### src/rtl/irrigation_pulse_soak_scheduler_defines.svh
// assertion macros shared by the scheduler rtl
`ifndef IRRIGATION_PULSE_SOAK_SCHEDULER_DEFINES_SVH
`define IRRIGATION_PULSE_SOAK_SCHEDULER_DEFINES_SVH

// condition holds at every clock outside reset
`define IPSS_ASSERT_ALWAYS(label, expr, msg) \
	label: assert property (@(posedge clk) disable iff (!arst_n) (expr)) else $error(msg);

// antecedent implies consequent in the same cycle
`define IPSS_ASSERT_IMPL(label, ante, cons, msg) \
	label: assert property (@(posedge clk) disable iff (!arst_n) (ante) |-> (cons)) \
		else $error(msg);

`endif

### src/rtl/ipss_pkg.sv
// ----------------------------------------------------------------------------
// ipss_pkg
// types, constants and codes shared by the pulse/soak scheduler
// ----------------------------------------------------------------------------
package ipss_pkg;

	localparam int MAX_ZONES = 16;
	localparam int IDX_W     = $clog2(MAX_ZONES);
	localparam int CNT_W     = IDX_W + 1;

	localparam logic [23:0] RUNTIME_MAX  = 24'hFFFFFF;
	localparam logic [31:0] TIME_MAX     = 32'hFFFFFFFF;
	localparam logic [7:0]  VIP_RESET    = 8'd1;

	typedef enum logic [1:0] {
		CMD_ACTIVATE = 2'd0,
		CMD_STOP     = 2'd1,
		CMD_TICK     = 2'd2,
		CMD_NOP      = 2'd3
	} cmd_t;

	typedef enum logic [3:0] {
		S_IDLE, S_DECODE, S_ACT_SCAN, S_PRUNE_IDX, S_PRUNE_CHK, S_TICK_GO,
		S_MOD_WAIT, S_SCAN, S_EL_WAIT, S_EL_MUL, S_EL_CMP, S_SEL_BEST,
		S_START, S_IDLE_CHK, S_IDLE_SCAN, S_OUT
	} state_t;

	typedef enum logic [4:0] {
		OP_NONE, OP_CAPTURE, OP_IGNORE, OP_ACT_UPDATE, OP_APPEND, OP_STOP,
		OP_IDX_INC, OP_PRUNE_IDX, OP_PRUNE_POP, OP_TICK_BEGIN, OP_MOD_DONE,
		OP_EL_DIV, OP_EL_MUL, OP_EL_CMP, OP_SEL_BEST, OP_START,
		OP_IDLE_SET, OP_IDLE_CLR, OP_IDLE_BEGIN, OP_OUT_LOAD
	} op_t;

	typedef struct packed {
		cmd_t cmd;
		logic rej;
		logic at_end;
		logic zone_match;
		logic full;
		logic cnt_zero;
		logic prune_ok;
		logic now_zero;
		logic now_gt_busy;
		logic div_done;
		logic cand;
		logic p_zero;
		logic pick_valid;
		logic pulse_end_ge;
		logic rt_nz;
		logic out_free;
	} ipss_status_t;

endpackage

### src/rtl/ipss_div.sv
// ----------------------------------------------------------------------------
// ipss_div
// restoring divider, 32-bit dividend by 16-bit divisor, one bit per cycle
// ----------------------------------------------------------------------------
module ipss_div import ipss_pkg::*; (
	input  logic        clk,
	input  logic        arst_n,
	input  logic        start,
	input  logic [31:0] dividend,
	input  logic [15:0] divisor,
	output logic        done,
	output logic [31:0] quot,
	output logic [15:0] rem
);

	logic [31:0] quo_q;
	logic [15:0] rem_q;
	logic [15:0] dvs_q;
	logic [4:0]  cnt_q;
	logic        busy_q;
	logic        done_q;
	logic [16:0] trial;
	logic        take;

	assign trial = {rem_q, quo_q[31]};
	assign take  = trial >= {1'b0, dvs_q};

	always_ff @(posedge clk or negedge arst_n) begin
		if (!arst_n) begin
			busy_q <= 1'b0;
			done_q <= 1'b0;
			cnt_q  <= '0;
		end else begin
			done_q <= 1'b0;
			if (start) begin
				busy_q <= 1'b1;
				cnt_q  <= '0;
			end else if (busy_q) begin
				cnt_q <= cnt_q + 5'd1;
				if (cnt_q == 5'd31) begin
					busy_q <= 1'b0;
					done_q <= 1'b1;
				end
			end
		end
	end

	always_ff @(posedge clk) begin
		if (start) begin
			quo_q <= dividend;
			rem_q <= '0;
			dvs_q <= divisor;
		end else if (busy_q) begin
			quo_q <= {quo_q[30:0], take};
			rem_q <= take ? 16'(trial - {1'b0, dvs_q}) : trial[15:0];
		end
	end

	assign done = done_q;
	assign quot = quo_q;
	assign rem  = rem_q;

endmodule

### src/rtl/ipss_ctrl.sv
// ----------------------------------------------------------------------------
// ipss_ctrl
// sequencer issuing at most one datapath operation per cycle
// ----------------------------------------------------------------------------
module ipss_ctrl import ipss_pkg::*; (
	input  logic         clk,
	input  logic         arst_n,
	input  logic         in_valid,
	output logic         in_ready,
	input  ipss_status_t st,
	output op_t          op
);

	state_t state_q, state_d;

	always_ff @(posedge clk or negedge arst_n) begin
		if (!arst_n) begin
			state_q <= S_IDLE;
		end else begin
			state_q <= state_d;
		end
	end

	always_comb begin
		state_d  = state_q;
		op       = OP_NONE;
		in_ready = 1'b0;
		unique case (state_q)
			S_IDLE: begin
				in_ready = 1'b1;
				if (in_valid) begin
					op      = OP_CAPTURE;
					state_d = S_DECODE;
				end
			end
			S_DECODE: begin
				unique case (st.cmd)
					CMD_ACTIVATE: begin
						if (st.rej) begin
							op      = OP_IGNORE;
							state_d = S_IDLE_CHK;
						end else begin
							state_d = S_ACT_SCAN;
						end
					end
					CMD_STOP: begin
						op      = OP_STOP;
						state_d = S_IDLE_CHK;
					end
					CMD_TICK: state_d = st.now_zero ? S_IDLE_CHK : S_PRUNE_IDX;
					default:  state_d = S_IDLE_CHK;
				endcase
			end
			S_ACT_SCAN: begin
				priority if (st.at_end) begin
					op      = st.full ? OP_IGNORE : OP_APPEND;
					state_d = S_IDLE_CHK;
				end else if (st.zone_match) begin
					op      = OP_ACT_UPDATE;
					state_d = S_IDLE_CHK;
				end else begin
					op = OP_IDX_INC;
				end
			end
			S_PRUNE_IDX: begin
				if (st.cnt_zero) begin
					state_d = S_TICK_GO;
				end else begin
					op      = OP_PRUNE_IDX;
					state_d = S_PRUNE_CHK;
				end
			end
			S_PRUNE_CHK: begin
				if (st.prune_ok) begin
					op      = OP_PRUNE_POP;
					state_d = S_PRUNE_IDX;
				end else begin
					state_d = S_TICK_GO;
				end
			end
			S_TICK_GO: begin
				if (st.now_gt_busy) begin
					op      = OP_TICK_BEGIN;
					state_d = S_MOD_WAIT;
				end else begin
					state_d = S_IDLE_CHK;
				end
			end
			S_MOD_WAIT: begin
				op      = OP_MOD_DONE;
				state_d = S_SCAN;
			end
			S_SCAN: begin
				priority if (st.at_end) begin
					state_d = st.pick_valid ? S_SEL_BEST : S_IDLE_CHK;
				end else if (!st.cand) begin
					op = OP_IDX_INC;
				end else if (st.p_zero) begin
					state_d = S_EL_MUL;
				end else begin
					op      = OP_EL_DIV;
					state_d = S_EL_WAIT;
				end
			end
			S_EL_WAIT: begin
				if (st.div_done) state_d = S_EL_MUL;
			end
			S_EL_MUL: begin
				op      = OP_EL_MUL;
				state_d = S_EL_CMP;
			end
			S_EL_CMP: begin
				op      = OP_EL_CMP;
				state_d = S_SCAN;
			end
			S_SEL_BEST: begin
				op      = OP_SEL_BEST;
				state_d = S_START;
			end
			S_START: begin
				op      = OP_START;
				state_d = S_IDLE_CHK;
			end
			S_IDLE_CHK: begin
				priority if (st.cnt_zero) begin
					op      = OP_IDLE_SET;
					state_d = S_OUT;
				end else if (st.pulse_end_ge) begin
					op      = OP_IDLE_CLR;
					state_d = S_OUT;
				end else begin
					op      = OP_IDLE_BEGIN;
					state_d = S_IDLE_SCAN;
				end
			end
			S_IDLE_SCAN: begin
				priority if (st.at_end) begin
					state_d = S_OUT;
				end else if (st.rt_nz) begin
					op      = OP_IDLE_CLR;
					state_d = S_OUT;
				end else begin
					op = OP_IDX_INC;
				end
			end
			S_OUT: begin
				if (st.out_free) begin
					op      = OP_OUT_LOAD;
					state_d = S_IDLE;
				end
			end
			default: state_d = S_IDLE;
		endcase
	end

endmodule

### src/rtl/ipss_dp.sv
// ----------------------------------------------------------------------------
// ipss_dp
// entry store, timers, selection registers and result register
// ----------------------------------------------------------------------------
`include "irrigation_pulse_soak_scheduler_defines.svh"
module ipss_dp import ipss_pkg::*; (
	input  logic         clk,
	input  logic         arst_n,
	input  op_t          op,
	output ipss_status_t st,
	input  logic         cfg_valid,
	input  logic [7:0]   cfg_data,
	input  logic [1:0]   cmd,
	input  logic [3:0]   zone,
	input  logic [15:0]  run_seconds,
	input  logic         scheduled,
	input  logic [15:0]  hydrate_seconds,
	input  logic [15:0]  cycle_pulse,
	input  logic [15:0]  soak_pause,
	input  logic         manual_only,
	input  logic [31:0]  now_seconds,
	output logic         out_valid,
	input  logic         out_ready,
	output logic         ignored,
	output logic         start_valid,
	output logic [3:0]   start_zone,
	output logic [23:0]  start_seconds,
	output logic         start_scheduled,
	output logic         cancel_valid,
	output logic [3:0]   cancel_zone,
	output logic         active_valid,
	output logic [3:0]   active_zone,
	output logic         idle
);

	// entry store
	logic [3:0]  e_zone_q  [MAX_ZONES];
	logic [15:0] e_hyd_q   [MAX_ZONES];
	logic [23:0] e_rt_q    [MAX_ZONES];
	logic [31:0] e_next_q  [MAX_ZONES];
	logic        e_prog_q  [MAX_ZONES];
	logic [15:0] e_pulse_q [MAX_ZONES];
	logic [15:0] e_pause_q [MAX_ZONES];

	// captured transaction
	cmd_t        cmd_q;
	logic [3:0]  zone_q;
	logic [15:0] run_q, hyd_q, cpulse_q, spause_q;
	logic        sched_q, manual_q;
	logic [31:0] now_q;

	// control state
	logic [CNT_W-1:0] count_q, idx_q;
	logic [IDX_W-1:0] best_idx_q;
	logic [31:0] busy_q, pend_q;
	logic        run_v_q;
	logic [3:0]  run_z_q;
	logic [7:0]  vip_q;
	logic        mod_ok_q, pick_q;
	logic [32:0] best_time_q;
	logic [40:0] best_el_q, prod_q;

	// step results
	logic        r_ign_q, r_sv_q, r_sp_q, r_cv_q, r_idle_q;
	logic [3:0]  r_sz_q, r_cz_q;
	logic [23:0] r_ss_q;
	logic        o_valid_q;

	// divider
	logic        div_start, div_done;
	logic [31:0] div_dividend, div_quot;
	logic [15:0] div_divisor, div_rem;

	ipss_div u_div (
		.clk      (clk),
		.arst_n   (arst_n),
		.start    (div_start),
		.dividend (div_dividend),
		.divisor  (div_divisor),
		.done     (div_done),
		.quot     (div_quot),
		.rem      (div_rem)
	);

	logic [IDX_W-1:0] ix;
	logic [3:0]  rd_zone;
	logic [15:0] rd_hyd, rd_pulse, rd_pause;
	logic [23:0] rd_rt;
	logic [31:0] rd_next;
	logic        rd_prog;

	assign ix       = idx_q[IDX_W-1:0];
	assign rd_zone  = e_zone_q[ix];
	assign rd_hyd   = e_hyd_q[ix];
	assign rd_rt    = e_rt_q[ix];
	assign rd_next  = e_next_q[ix];
	assign rd_prog  = e_prog_q[ix];
	assign rd_pulse = e_pulse_q[ix];
	assign rd_pause = e_pause_q[ix];

	assign div_start    = (op == OP_EL_DIV);
	assign div_dividend = {8'd0, rd_rt};
	assign div_divisor  = rd_pulse;

	// second of minute: now mod 60 = 4 * ((now >> 2) mod 15) + now[1:0]
	// nibbles of now >> 2 summed and folded give the mod-15 part
	logic [6:0] nib_sum;
	logic [4:0] nib_fold;
	logic [3:0] m15;
	always_comb begin
		nib_sum = 7'(now_q[31:30]);
		for (int k = 0; k < 7; k++) begin
			nib_sum = nib_sum + 7'(now_q[4*k+2 +: 4]);
		end
		nib_fold = 5'(nib_sum[3:0]) + 5'(nib_sum[6:4]);
		m15      = (nib_fold >= 5'd15) ? 4'(nib_fold - 5'd15) : nib_fold[3:0];
	end

	// soak count from the quotient, exact multiples drop the trailing soak
	logic [23:0] soaks;
	always_comb begin
		soaks = div_quot[23:0];
		if (rd_pulse == 16'd0) begin
			soaks = '0;
		end else if (div_rem == 16'd0 && soaks != 24'd0) begin
			soaks = soaks - 24'd1;
		end
	end

	logic [40:0] el;
	assign el = {17'd0, rd_rt} + prod_q;

	// pulse selection for a start
	logic [23:0] pr_pulse, sel_pulse, new_rt;
	always_comb begin
		pr_pulse = (rd_hyd != 16'd0) ? {8'd0, rd_hyd} : {8'd0, rd_pulse};
		if (!rd_prog) begin
			sel_pulse = rd_rt;
			new_rt    = '0;
		end else if (pr_pulse == 24'd0 || rd_rt <= pr_pulse) begin
			sel_pulse = rd_rt;
			new_rt    = '0;
		end else begin
			sel_pulse = pr_pulse;
			new_rt    = rd_rt - pr_pulse;
		end
	end

	function automatic logic [31:0] sat_time(input logic [33:0] t);
		sat_time = (t > {2'b00, TIME_MAX}) ? TIME_MAX : t[31:0];
	endfunction

	logic [33:0] t_end, t_next, t_busy;
	assign t_end  = {2'b00, now_q} + {10'd0, sel_pulse};
	assign t_next = t_end + (rd_prog ? {18'd0, rd_pause} : 34'd0);
	assign t_busy = t_end + {26'd0, vip_q};

	logic [24:0] add_rt;
	assign add_rt = {1'b0, rd_rt} + {9'd0, run_q};

	always_ff @(posedge clk) begin
		unique case (op)
			OP_CAPTURE: begin
				cmd_q    <= cmd_t'(cmd);
				zone_q   <= zone;
				run_q    <= run_seconds;
				sched_q  <= scheduled;
				hyd_q    <= hydrate_seconds;
				cpulse_q <= cycle_pulse;
				spause_q <= soak_pause;
				manual_q <= manual_only;
				now_q    <= now_seconds;
			end
			OP_ACT_UPDATE: begin
				e_rt_q[ix] <= add_rt[24] ? RUNTIME_MAX : add_rt[23:0];
				if (rd_next == 32'd0) e_next_q[ix] <= now_q;
			end
			OP_APPEND: begin
				e_zone_q[ix]  <= zone_q;
				e_hyd_q[ix]   <= hyd_q;
				e_rt_q[ix]    <= {8'd0, run_q};
				e_prog_q[ix]  <= sched_q;
				e_pulse_q[ix] <= cpulse_q;
				e_pause_q[ix] <= spause_q;
				e_next_q[ix]  <= now_q;
			end
			OP_PRUNE_POP: e_next_q[ix] <= '0;
			OP_TICK_BEGIN: begin
				best_time_q <= {1'b0, now_q} + 33'd1;
				best_el_q   <= '0;
			end
			OP_MOD_DONE: mod_ok_q <= (m15 == 4'd0) && !now_q[1];
			OP_EL_MUL:   prod_q <= 41'(rd_pause) * 41'(soaks);
			OP_EL_CMP: begin
				if ({1'b0, rd_next} < best_time_q) begin
					best_idx_q  <= ix;
					best_time_q <= {1'b0, rd_next};
					best_el_q   <= el;
				end else if (el > best_el_q) begin
					best_idx_q <= ix;
					best_el_q  <= el;
				end
			end
			OP_START: begin
				e_rt_q[ix]   <= new_rt;
				e_hyd_q[ix]  <= '0;
				e_next_q[ix] <= sat_time(t_next);
				r_sz_q       <= rd_zone;
				r_ss_q       <= sel_pulse;
				r_sp_q       <= rd_prog;
			end
			default: ;
		endcase
		if (op == OP_CAPTURE) begin
			r_sz_q <= '0;
			r_ss_q <= '0;
			r_sp_q <= 1'b0;
			r_cz_q <= '0;
		end
		if (op == OP_TICK_BEGIN && run_v_q && busy_q == 32'd0) r_cz_q <= run_z_q;
	end

	always_ff @(posedge clk or negedge arst_n) begin
		if (!arst_n) begin
			count_q   <= '0;
			idx_q     <= '0;
			busy_q    <= '0;
			pend_q    <= '0;
			run_v_q   <= 1'b0;
			run_z_q   <= '0;
			vip_q     <= VIP_RESET;
			pick_q    <= 1'b0;
			r_ign_q   <= 1'b0;
			r_sv_q    <= 1'b0;
			r_cv_q    <= 1'b0;
			r_idle_q  <= 1'b0;
			o_valid_q <= 1'b0;
		end else begin
			if (cfg_valid) vip_q <= cfg_data;
			if (op == OP_OUT_LOAD) begin
				o_valid_q <= 1'b1;
			end else if (out_valid && out_ready) begin
				o_valid_q <= 1'b0;
			end
			unique case (op)
				OP_CAPTURE: begin
					idx_q   <= '0;
					r_ign_q <= 1'b0;
					r_sv_q  <= 1'b0;
					r_cv_q  <= 1'b0;
				end
				OP_IGNORE:   r_ign_q <= 1'b1;
				OP_APPEND:   count_q <= count_q + 1'b1;
				OP_STOP: begin
					count_q <= '0;
					busy_q  <= '0;
					pend_q  <= '0;
				end
				OP_IDX_INC:   idx_q <= idx_q + 1'b1;
				OP_PRUNE_IDX: idx_q <= count_q - 1'b1;
				OP_PRUNE_POP: count_q <= count_q - 1'b1;
				OP_TICK_BEGIN: begin
					idx_q  <= '0;
					pick_q <= 1'b0;
					if (run_v_q) begin
						r_cv_q  <= busy_q == 32'd0;
						run_v_q <= 1'b0;
						run_z_q <= '0;
						pend_q  <= '0;
					end
				end
				OP_EL_CMP: begin
					idx_q <= idx_q + 1'b1;
					if ({1'b0, rd_next} < best_time_q || el > best_el_q) pick_q <= 1'b1;
				end
				OP_SEL_BEST: idx_q <= {1'b0, best_idx_q};
				OP_START: begin
					busy_q  <= sat_time(t_busy);
					pend_q  <= sat_time(t_end);
					run_v_q <= 1'b1;
					run_z_q <= rd_zone;
					r_sv_q  <= 1'b1;
				end
				OP_IDLE_SET: r_idle_q <= 1'b1;
				OP_IDLE_CLR: r_idle_q <= 1'b0;
				OP_IDLE_BEGIN: begin
					idx_q    <= '0;
					r_idle_q <= 1'b1;
				end
				default: ;
			endcase
		end
	end

	// result register, loaded once per transaction
	logic        o_ign_q, o_sv_q, o_sp_q, o_cv_q, o_av_q, o_idle_q;
	logic [3:0]  o_sz_q, o_cz_q, o_az_q;
	logic [23:0] o_ss_q;

	always_ff @(posedge clk) begin
		if (op == OP_OUT_LOAD) begin
			o_ign_q  <= r_ign_q;
			o_sv_q   <= r_sv_q;
			o_sz_q   <= r_sz_q;
			o_ss_q   <= r_ss_q;
			o_sp_q   <= r_sp_q;
			o_cv_q   <= r_cv_q;
			o_cz_q   <= r_cz_q;
			o_av_q   <= run_v_q;
			o_az_q   <= run_z_q;
			o_idle_q <= r_idle_q;
		end
	end

	assign out_valid       = o_valid_q;
	assign ignored         = o_ign_q;
	assign start_valid     = o_sv_q;
	assign start_zone      = o_sz_q;
	assign start_seconds   = o_ss_q;
	assign start_scheduled = o_sp_q;
	assign cancel_valid    = o_cv_q;
	assign cancel_zone     = o_cz_q;
	assign active_valid    = o_av_q;
	assign active_zone     = o_az_q;
	assign idle            = o_idle_q;

	always_comb begin
		st.cmd          = cmd_q;
		st.rej          = manual_q & sched_q;
		st.at_end       = idx_q == count_q;
		st.zone_match   = rd_zone == zone_q;
		st.full         = count_q == CNT_W'(MAX_ZONES);
		st.cnt_zero     = count_q == '0;
		st.prune_ok     = (rd_rt == 24'd0) && (rd_next < now_q);
		st.now_zero     = now_q == 32'd0;
		st.now_gt_busy  = now_q > busy_q;
		st.div_done     = div_done;
		st.cand         = (rd_rt != 24'd0) && !(rd_prog && !mod_ok_q) &&
		                  (rd_next != 32'd0) && ({1'b0, rd_next} <= best_time_q);
		st.p_zero       = rd_pulse == 16'd0;
		st.pick_valid   = pick_q;
		st.pulse_end_ge = pend_q >= now_q;
		st.rt_nz        = rd_rt != 24'd0;
		st.out_free     = !o_valid_q || out_ready;
	end

	`IPSS_ASSERT_ALWAYS(a_count_range, count_q <= CNT_W'(MAX_ZONES), "queue count overflow")
	`IPSS_ASSERT_IMPL(a_start_active, out_valid && start_valid, active_valid, "start without active")
	`IPSS_ASSERT_IMPL(a_start_not_ign, out_valid && start_valid, !ignored, "start and ignored")

endmodule

### src/rtl/irrigation_pulse_soak_scheduler.sv
// an activate walks the queue before the idle check; a rejected activate or a stop goes to it directly
// a nonzero tick prunes finished tail entries and, once past the busy time, walks the queue, running
//   the divider for each candidate with a nonzero cycle pulse; every command ends with the idle check
// throughput: one transaction in flight, the next is taken once the result is loaded
// reset: arst_n clears queue count, timers and running zone; pause register returns to 1
// entry store has no reset, entries are read only below the queue count
// ----------------------------------------------------------------------------
// irrigation_pulse_soak_scheduler
// valve activation queue with pulse/soak cycling, one zone running at a time
// ----------------------------------------------------------------------------
module irrigation_pulse_soak_scheduler import ipss_pkg::*; (
	input  logic        clk,
	input  logic        arst_n,
	// pause register write channel
	input  logic        cfg_valid,
	output logic        cfg_ready,
	input  logic [7:0]  cfg_data,
	// command channel
	input  logic        in_valid,
	output logic        in_ready,
	input  logic [1:0]  cmd,
	input  logic [3:0]  zone,
	input  logic [15:0] run_seconds,
	input  logic        scheduled,
	input  logic [15:0] hydrate_seconds,
	input  logic [15:0] cycle_pulse,
	input  logic [15:0] soak_pause,
	input  logic        manual_only,
	input  logic [31:0] now_seconds,
	// result channel
	output logic        out_valid,
	input  logic        out_ready,
	output logic        ignored,
	output logic        start_valid,
	output logic [3:0]  start_zone,
	output logic [23:0] start_seconds,
	output logic        start_scheduled,
	output logic        cancel_valid,
	output logic [3:0]  cancel_zone,
	output logic        active_valid,
	output logic [3:0]  active_zone,
	output logic        idle
);

	op_t          op;
	ipss_status_t st;
	logic         cfg_we;

	// register writes land only while no transaction is open
	assign cfg_ready = in_ready;
	assign cfg_we    = cfg_valid & cfg_ready;

	// sequencer: decodes the command and walks the queue
	ipss_ctrl u_ctrl (
		.clk      (clk),
		.arst_n   (arst_n),
		.in_valid (in_valid),
		.in_ready (in_ready),
		.st       (st),
		.op       (op)
	);

	// datapath: entry store, divider, selection and result register
	ipss_dp u_dp (
		.clk             (clk),
		.arst_n          (arst_n),
		.op              (op),
		.st              (st),
		.cfg_valid       (cfg_we),
		.cfg_data        (cfg_data),
		.cmd             (cmd),
		.zone            (zone),
		.run_seconds     (run_seconds),
		.scheduled       (scheduled),
		.hydrate_seconds (hydrate_seconds),
		.cycle_pulse     (cycle_pulse),
		.soak_pause      (soak_pause),
		.manual_only     (manual_only),
		.now_seconds     (now_seconds),
		.out_valid       (out_valid),
		.out_ready       (out_ready),
		.ignored         (ignored),
		.start_valid     (start_valid),
		.start_zone      (start_zone),
		.start_seconds   (start_seconds),
		.start_scheduled (start_scheduled),
		.cancel_valid    (cancel_valid),
		.cancel_zone     (cancel_zone),
		.active_valid    (active_valid),
		.active_zone     (active_zone),
		.idle            (idle)
	);

endmodule

### config.mk
export PLATFORM = sky130hd
export DESIGN_NAME = irrigation_pulse_soak_scheduler
export DESIGN_NICKNAME = d
export VERILOG_FILES = /design/src/rtl/ipss_pkg.sv /design/src/rtl/ipss_div.sv /design/src/rtl/ipss_ctrl.sv /design/src/rtl/ipss_dp.sv /design/src/rtl/irrigation_pulse_soak_scheduler.sv
export VERILOG_INCLUDE_DIRS = /design/src /design/src/rtl
export SDC_FILE = /design/constraint.sdc
export NUM_CORES = 2
export LEC_CHECK = 0
export BUFFER_PORTS_ARGS = -buffer_cell sky130_fd_sc_hd__buf_4
export CORE_ASPECT_RATIO = 1.2
export CORE_MARGIN = 3
export CORE_UTILIZATION = 60
export DETAILED_ROUTE_END_ITERATION = 8
export PLACE_DENSITY = 0.76
export SLEW_MARGIN = 20
export SYNTH_ARGS = -nofsm -noshare
export SYNTH_HDL_FRONTEND = slang
export SYNTH_SLANG_ARGS = --single-unit
### constraint.sdc
create_clock -name clk -period 15.8 [get_ports clk]
set_input_delay 4.74 -clock clk [delete_from_list [all_inputs] [get_ports clk]]
set_output_delay 4.74 -clock clk [all_outputs]
set_load 0.03 [all_outputs]
; Yosys cells after proc, flatten, opt, wreduce, memory -nomap -nowiden
; Memories as Yosys holds them, arrays and structs flattened.
; Cells that the tools add are included.
[totals]
reg_bits = 466
output_inout_bits = 45
n_memories = 7
ram_bits = 1744
input_bits = 117
wordCells = 313
[memory_table]
columns = name, words, word_bits, read_ports, rd_ports_with_merged_regs, wr, line
row1 = u_dp.e_next_q, 16, 32, 1, 0, 1, ipss_dp.sv:40  ; logic [31:0] e_next_q [MAX_ZONES];
row2 = u_dp.e_rt_q, 16, 24, 1, 0, 1, ipss_dp.sv:39  ; logic [23:0] e_rt_q [MAX_ZONES];
row3 = u_dp.e_hyd_q, 16, 16, 1, 0, 1, ipss_dp.sv:38  ; logic [15:0] e_hyd_q [MAX_ZONES];
row4 = u_dp.e_pause_q, 16, 16, 1, 0, 1, ipss_dp.sv:43  ; logic [15:0] e_pause_q [MAX_ZONES];
row5 = u_dp.e_pulse_q, 16, 16, 1, 0, 1, ipss_dp.sv:42  ; logic [15:0] e_pulse_q [MAX_ZONES];
row6 = u_dp.e_zone_q, 16, 4, 1, 0, 1, ipss_dp.sv:37  ; logic [3:0] e_zone_q [MAX_ZONES];
row7 = 1 more memories, n/a, n/a, n/a, n/a, n/a, n/a
[classes]
n_lt_le_gt_ge = 12
muxes = 106
addsub = 22
reduce_logical = 58
eq_ne = 50
bitwise = 8
n_mul = 1
[ops]
columns = operator, count
row1 = 24-bit two-way mux, 11
row2 = 32-bit two-way mux, 7
row3 = "34-bit by 32-bit > comparator with 1-bit output, second input constant", 3
row4 = 32-bit zero test, 3
row5 = 32-bit case mux with 3 select lines, 1
row6 = 4-bit two-way mux, 22
row7 = 41-bit two-way mux, 2
row8 = 41-bit case mux with 2 select lines, 1
row9 = 5-bit case mux with 15 select lines, 1
row10 = 33-bit case mux with 2 select lines, 1
row11 = 16-bit two-way mux, 4
row12 = 32-bit case mux with 2 select lines, 1
row13 = 4-bit case mux with 15 select lines, 1
row14 = 24-bit zero test, 2
row15 = 24-bit nonzero test, 2
row16 = 5-bit two-way mux, 9
row17 = 7-bit by 4-bit adder with 7-bit output, 6
row18 = 24-bit by 40-bit adder with 41-bit output, 1
row19 = 41-bit > comparator, 1
row20 = "5-bit by 4-bit == test with 1-bit output, second input constant", 8
row21 = 16-bit by 24-bit multiplier with 40-bit output, 1
row22 = 34-bit adder, 1
row23 = 34-bit by 8-bit adder with 34-bit output, 1
row24 = "32-bit by 1-bit adder with 33-bit output, second input constant", 1
row25 = 62 further kinds, 166

; Logic depth before layout (Yosys ltp)
[logic_depth]
ltp_word = 15
depth_mapped = 47
mapped_depth_nobuf = 37

; Modules after synthesis
; A second synthesis with hierarchy kept.
[unflattened]
cells_unflattened = 7342
hier_area_um2 = 110514.7
[by_module_without_submodules]
columns = mod, instances, seq_area_each_um2, area_per_inst_um2, cells_per_inst
row1 = ipss_dp, 1, 63357.0, 105976.6, 6914
row2 = ipss_div, 1, 1936.9, 3742.3, 315
row3 = ipss_ctrl, 1, 100.1, 782.0, 111
row4 = irrigation_pulse_soak_scheduler, 1, 0.0, 13.8, 2

; Worst setup path after synthesis
; No wires, ideal clock.
[synth_timing]
path_type = flip-flop to flip-flop
startpoint = register u_dp.idx_q[0]
endpoint = memory u_dp.e_next_q[0][29] (data pin)
arrival_time_ns = 10.639
synth_period_minus_slack_ns = 10.930
path_slack_ns = 4.870
required_ns = 15.509
setup_time_ns = 0.291
path_stages_with_launch = 45
cell_sequence = dfrtp_1 > buf_2 > buf_6 > buf_6 > buf_6 > buf_2 > mux4_2 > a22oi_1 > nand2_1 > nor4_1 > nand2_1 > and4b_1 > clkbuf_1 > clkbuf_1 > a21o_1 > inv_1 > fa_1 > a21o_1 > [9 not listed] > mux2_2 > ha_1 > clkbuf_1 > a21oi_1 > a21bo_2 > a21boi_0 > nor2_1 > xnor2_1 > ha_1 > a21oi_1 > or4b_2 > a21oi_1 > o32ai_1 > o311ai_1 > a31oi_2 > or3b_1 > xnor2_1 > a21oi_1
[synth_between]
word_cells_on_any_way = 50
[synth_rtl]
columns = item, line
row1 = "start, declared", ipss_dp.sv:53  ; logic [CNT_W-1:0] count_q, idx_q;
row2 = "start signal, assigned", ipss_dp.sv:259  ; OP_IDX_INC: idx_q <= idx_q + 1'b1;
row3 = "start signal, assigned", ipss_dp.sv:260  ; OP_PRUNE_IDX: idx_q <= count_q - 1'b1;
row4 = "start signal, assigned", ipss_dp.sv:273  ; idx_q <= idx_q + 1'b1;
row5 = memory read 16 x 16 bit, n/a
row6 = 16-bit nonzero test, ipss_dp.sv:136  ; pr_pulse = (rd_hyd != 16'd0) ? {8'd0, rd_hyd} : {8'd0, rd_pulse};
row7 = 16-bit two-way mux, ipss_dp.sv:136
row8 = 24-bit <= comparator / 24-bit zero test (equally long branches), ipss_dp.sv:140  ; end else if (pr_pulse == 24'd0 || rd_rt <= pr_pulse) begin
row9 = 1-bit logical OR, ipss_dp.sv:140
row10 = 24-bit two-way mux, ipss_dp.sv:140
row11 = 24-bit two-way mux (*), ipss_dp.sv:137  ; if (!rd_prog) begin
row12 = via u_dp.sel_pulse[5], ipss_dp.sv:134  ; logic [23:0] pr_pulse, sel_pulse, new_rt;
row13 = 32-bit by 24-bit adder with 33-bit output (*), ipss_dp.sv:154  ; assign t_end = {2'b00, now_q} + {10'd0, sel_pulse};
row14 = 34-bit adder (*), ipss_dp.sv:155  ; assign t_next = t_end + (rd_prog ? {18'd0, rd_pause} : 34'd0);
row15 = 34-bit by 32-bit > comparator with 1-bit output, ipss_dp.sv:150  ; sat_time = (t > {2'b00, TIME_MAX}) ? TIME_MAX : t[31:0];
row16 = 32-bit two-way mux (*), ipss_dp.sv:150
row17 = 32-bit two-way mux (no line) (*), n/a
row18 = "end, declared", ipss_dp.sv:40
; The timed path passes the listed nets; every way through them passes the cells marked *.

; Worst setup path after layout
[layout_timing]
startpoint = register u_dp.idx_q[0]
endpoint = memory u_dp.e_next_q[4][21] (data pin)
; Same word-level chain as after synthesis.

==> results.md <==
- P&R area growth vs syn: 10.70%
- Max Clock Freq: 72.99 MHz
- Worst EP required: 16.32 ns
- Post-layout nets: around 8,500
- HPWL after DPL: 197.5 mm
- Fin util: 67.22%
- WP data arrival: ~14 ns
- Largest net degree at the start of global routing: 146
- Postcts setup bufs: 0
- Ys flop type: edfxtp_1
- Setup CP Type: reg2reg
- First-pass GRT wire length: around 460 mm
- Post-synthesis async set-or-reset flop share: 4.706%
- CTS Sinks: 2,210
- Max-capacitance violation count: 0
- FF+latch area: 65,330 um2
- Initial antenna violation count: 11
- Post-synth EDFFs: 2,053
- Vias in the first global route: 69,395
- Die extent in x: 397.6 um
- CP max FO: 47
- Post-cts sizing count: 0
- Slew Viols, Final: 0
- CTS Root Cell: clkbuf_16
- Grt total ovfl: 0
- Yosys warns: 0
- Die area: 189,300 um2
- DR WL/cell: 30.69 um
- Synth Instances: 7,415
- Area of the multi-input gates: between 40,000 and 50,000 um2
- Synth Register Bits: 2,210
- Ports: 162
- Core Footprint: 181,900 um2
- Highest Signal Layer: met5
- Port Buf Inserts: 161
- FILL cells: 12,121
- Crit-path most repeated cell: a21o_1
- Clock skew: 0.07491 ns
- Drt pass-1 iters: 6
- Drt via density: 6.662
- Total Routing Usage GR: 33.62%
- Period utilization: 86.71%
- Met3 routed WL: 35.87 mm
- Routed wl met2: about 150 mm
- Total CTS buffers: between 200 and 250
- Residual DRC: 0
- Standard-cell row count: 171
- Final setup vio count: 0
- CTS tree: done
- Max incr delay on CP: around 1.1 ns
- H-Tree Level Count: 4
- Sequential area share after synthesis: 59.14%
- Fin crit period: 13.70 ns
- CP max stage cell: dfrtp_4
- Syn Nets: 8,290
- RSZ-0062 raised after global routing: false
- Vias post-DR: 68,147
- Die Ht: 476.0 um
- CP endpoint kind: register
- Slew Limit Headroom: 16.55%
- Critical path launch point type: register
- M1 WL: 114.5 mm
- Fin Setup TNS: 0 ns
- Worst-margin pin slew: 1.239 ns
- # hold bufs at CTS: 0
- Clk buf depth: 3
- Placer congestion estimate: 0.9954
- Mapped Area: 110,400 um2
- Avg Cell Area, Syn: 14.89 um2
- Clock Pin Slew Worst Setup and Hold Paths: 0.07 ns
- Post-DRT Antenna Nets: 0
- Initial core utilization: 60.72%
- Outcome: finished clean
- Worst-Skew Late Latency: 0.88 ns
- Yosys cell types: 94
- Tightest Hold Check Type: reg2reg
- Endpoints failing hold: 0
- Share of layout cells above drive strength 1: 17.32%
- Routed WL: 313.9 mm
- DR iter-0 viols: 9,025
- Hold slack: 0.4200 ns
## worst max-delay path, delay by kind of cell, from the launching register on
kind / cells / cell delay, ns
AOI/OAI and AO/OA: 20 / 6.53
xor gates and xnor gates: 2 / 0.68
adders and majority gates: 4 / 1.50
buffers and inverters: 2 / 0.47
DFF: 1 / 1.07
muxes: 2 / 0.97
and+or+nand+nor: 6 / 2.06
## Yosys cell counts, types with 20 or more instances
master | instances | area [um2]
clkbuf_1 | 216 | 810.8
o22ai_1 | 25 | 156.4
fa_1 | 333 | 6666
and2_1 | 97 | 606.8
o21bai_1 | 21 | 157.7
mux2_1 | 20 | 225.2
mux2_2 | 27 | 304.0
a31oi_1 | 44 | 275.3
nand4_1 | 67 | 419.2
inv_1 | 585 | 2196
o21ai_0 | 178 | 890.9
nor2_1 | 339 | 1272
buf_2 | 44 | 220.2
dfxtp_1 | 53 | 1061
a21oi_1 | 287 | 1436
o21a_1 | 43 | 322.8
buf_6 | 22 | 247.7
nand2b_1 | 42 | 262.8
mux2i_1 | 45 | 450.4
a211oi_1 | 42 | 315.3
nand3_1 | 83 | 415.4
dfrtp_1 | 103 | 2577
nor2b_1 | 73 | 456.7
xnor2_1 | 206 | 1804
a21o_1 | 147 | 1104
buf_4 | 26 | 195.2
xor2_1 | 67 | 586.8
ha_1 | 425 | 5318
nor3_1 | 122 | 610.6
a22oi_1 | 39 | 292.8
nor4_1 | 65 | 406.6
edfxtp_1 | 2053 | 61650
buf_1 | 26 | 97.59
nand2_1 | 623 | 2338
or3_1 | 26 | 162.7
mux4_2 | 521 | 11730
## path summary, 6_finish.rpt
path	cells past startpoint	to	slack, ns	from
worst min register to register	0	u_dp.cancel_zone[1]$_DFFE_PP_	0.42	u_dp.r_cz_q[1]$_SDFFCE_PN0P_
worst min-delay path	0	u_dp.cancel_zone[1]$_DFFE_PP_	0.42	u_dp.r_cz_q[1]$_SDFFCE_PN0P_
worst max-delay path	36	u_dp.e_next_q[4][21]$_DFFE_PP_	2.10	u_dp.idx_q[0]$_DFFE_PN0P_
max in group asynchronous	2	u_dp.pend_q[10]$_DFFE_PN0P_	10.56	arst_n
worst max register to register	36	u_dp.e_next_q[4][21]$_DFFE_PP_	2.10	u_dp.idx_q[0]$_DFFE_PN0P_
min in group asynchronous	1	u_dp.pend_q[27]$_DFFE_PN0P_	3.94	arst_n
## placed cells by master, fill, tap and decap left out, types with 178 or more instances in the layout
master / count
buf_4: 323
nor2_1: 268
mux4_2: 521
clkbuf_16: 210
inv_1: 583
a21oi_1: 268
ha_1: 425
nand2_1: 622
xnor2_1: 206
edfxtp_1: 2053
o21ai_0: 178
fa_1: 333
## area by class of cell
cell class	instances	area share, %
flip-flops and latches	2210	53.43
multi-input cells	4283	34.38
clock buffers	242	4.413
well taps	2422	2.479
repair buffers	330	2.098
inverters	588	1.814
clock inverters	147	1.371
diodes	7	0.01433
## stage by stage
stage / worst slack, ns / std cells / instance area (um2)
6_report: 2.100 / 10229 / 122300
5_1_grt: 1.252 / 10224 / 122200
4_1_cts: 2.200 / 10221 / 122100
2_1_floorplan: 4.870 / 7415 / 110400
3_5_place_dp: 2.380 / 9832 / 115000
3_3_place_gp: 2.824 / 9832 / 115000
## registers in the layout, indices dropped and copies added, names as in the netlist, 24 cells and up
| register | count |
|---|---|
| u_dp.e_pause_q | 256 |
| u_dp.pend_q | 32 |
| u_dp.e_hyd_q | 256 |
| u_dp.u_div.quot | 32 |
| u_dp.prod_q | 40 |
| u_dp.e_next_q | 512 |
| u_dp.e_rt_q | 384 |
| u_dp.r_ss_q | 24 |
| u_dp.e_pulse_q | 256 |
| u_dp.best_time_q | 33 |
| u_dp.now_q | 32 |
| u_dp.e_zone_q | 64 |
| u_dp.start_seconds | 24 |
| u_dp.best_el_q | 41 |
| u_dp.busy_q | 32 |
## cell families (layout without fill, tap and decap cells)
| family | Yosys count | count (layout) | synth area share (%) |
|---|---|---|---|
| AOI/OAI and AO/OA | 1003 | 1003 | 5.912 |
| muxes | 613 | 613 | 11.51 |
| adders and majority gates | 759 | 759 | 10.86 |
| DFF | 2210 | 2210 | 59.14 |
| other | 0 | 7 | 0 |
| and+or+nand+nor | 1635 | 1635 | 6.985 |
| buffers and inverters | 922 | 1307 | 3.422 |
| xor gates and xnor gates | 273 | 273 | 2.165 |
## layer usage
| metal | vias to the layer above | track usage (%) |
|---|---|---|
| met5 | - | 0 |
| met4 | 6 | 15.85 |
| met3 | 900 | 8.075 |
| met2 | 4483 | 52.51 |
| met1 | 34445 | 45.12 |
| li1 | 28313 | - |
Power is left out: the tool's default activity adds up to more than one toggle a clock period on the data nets, which glitch-free logic cannot reach.
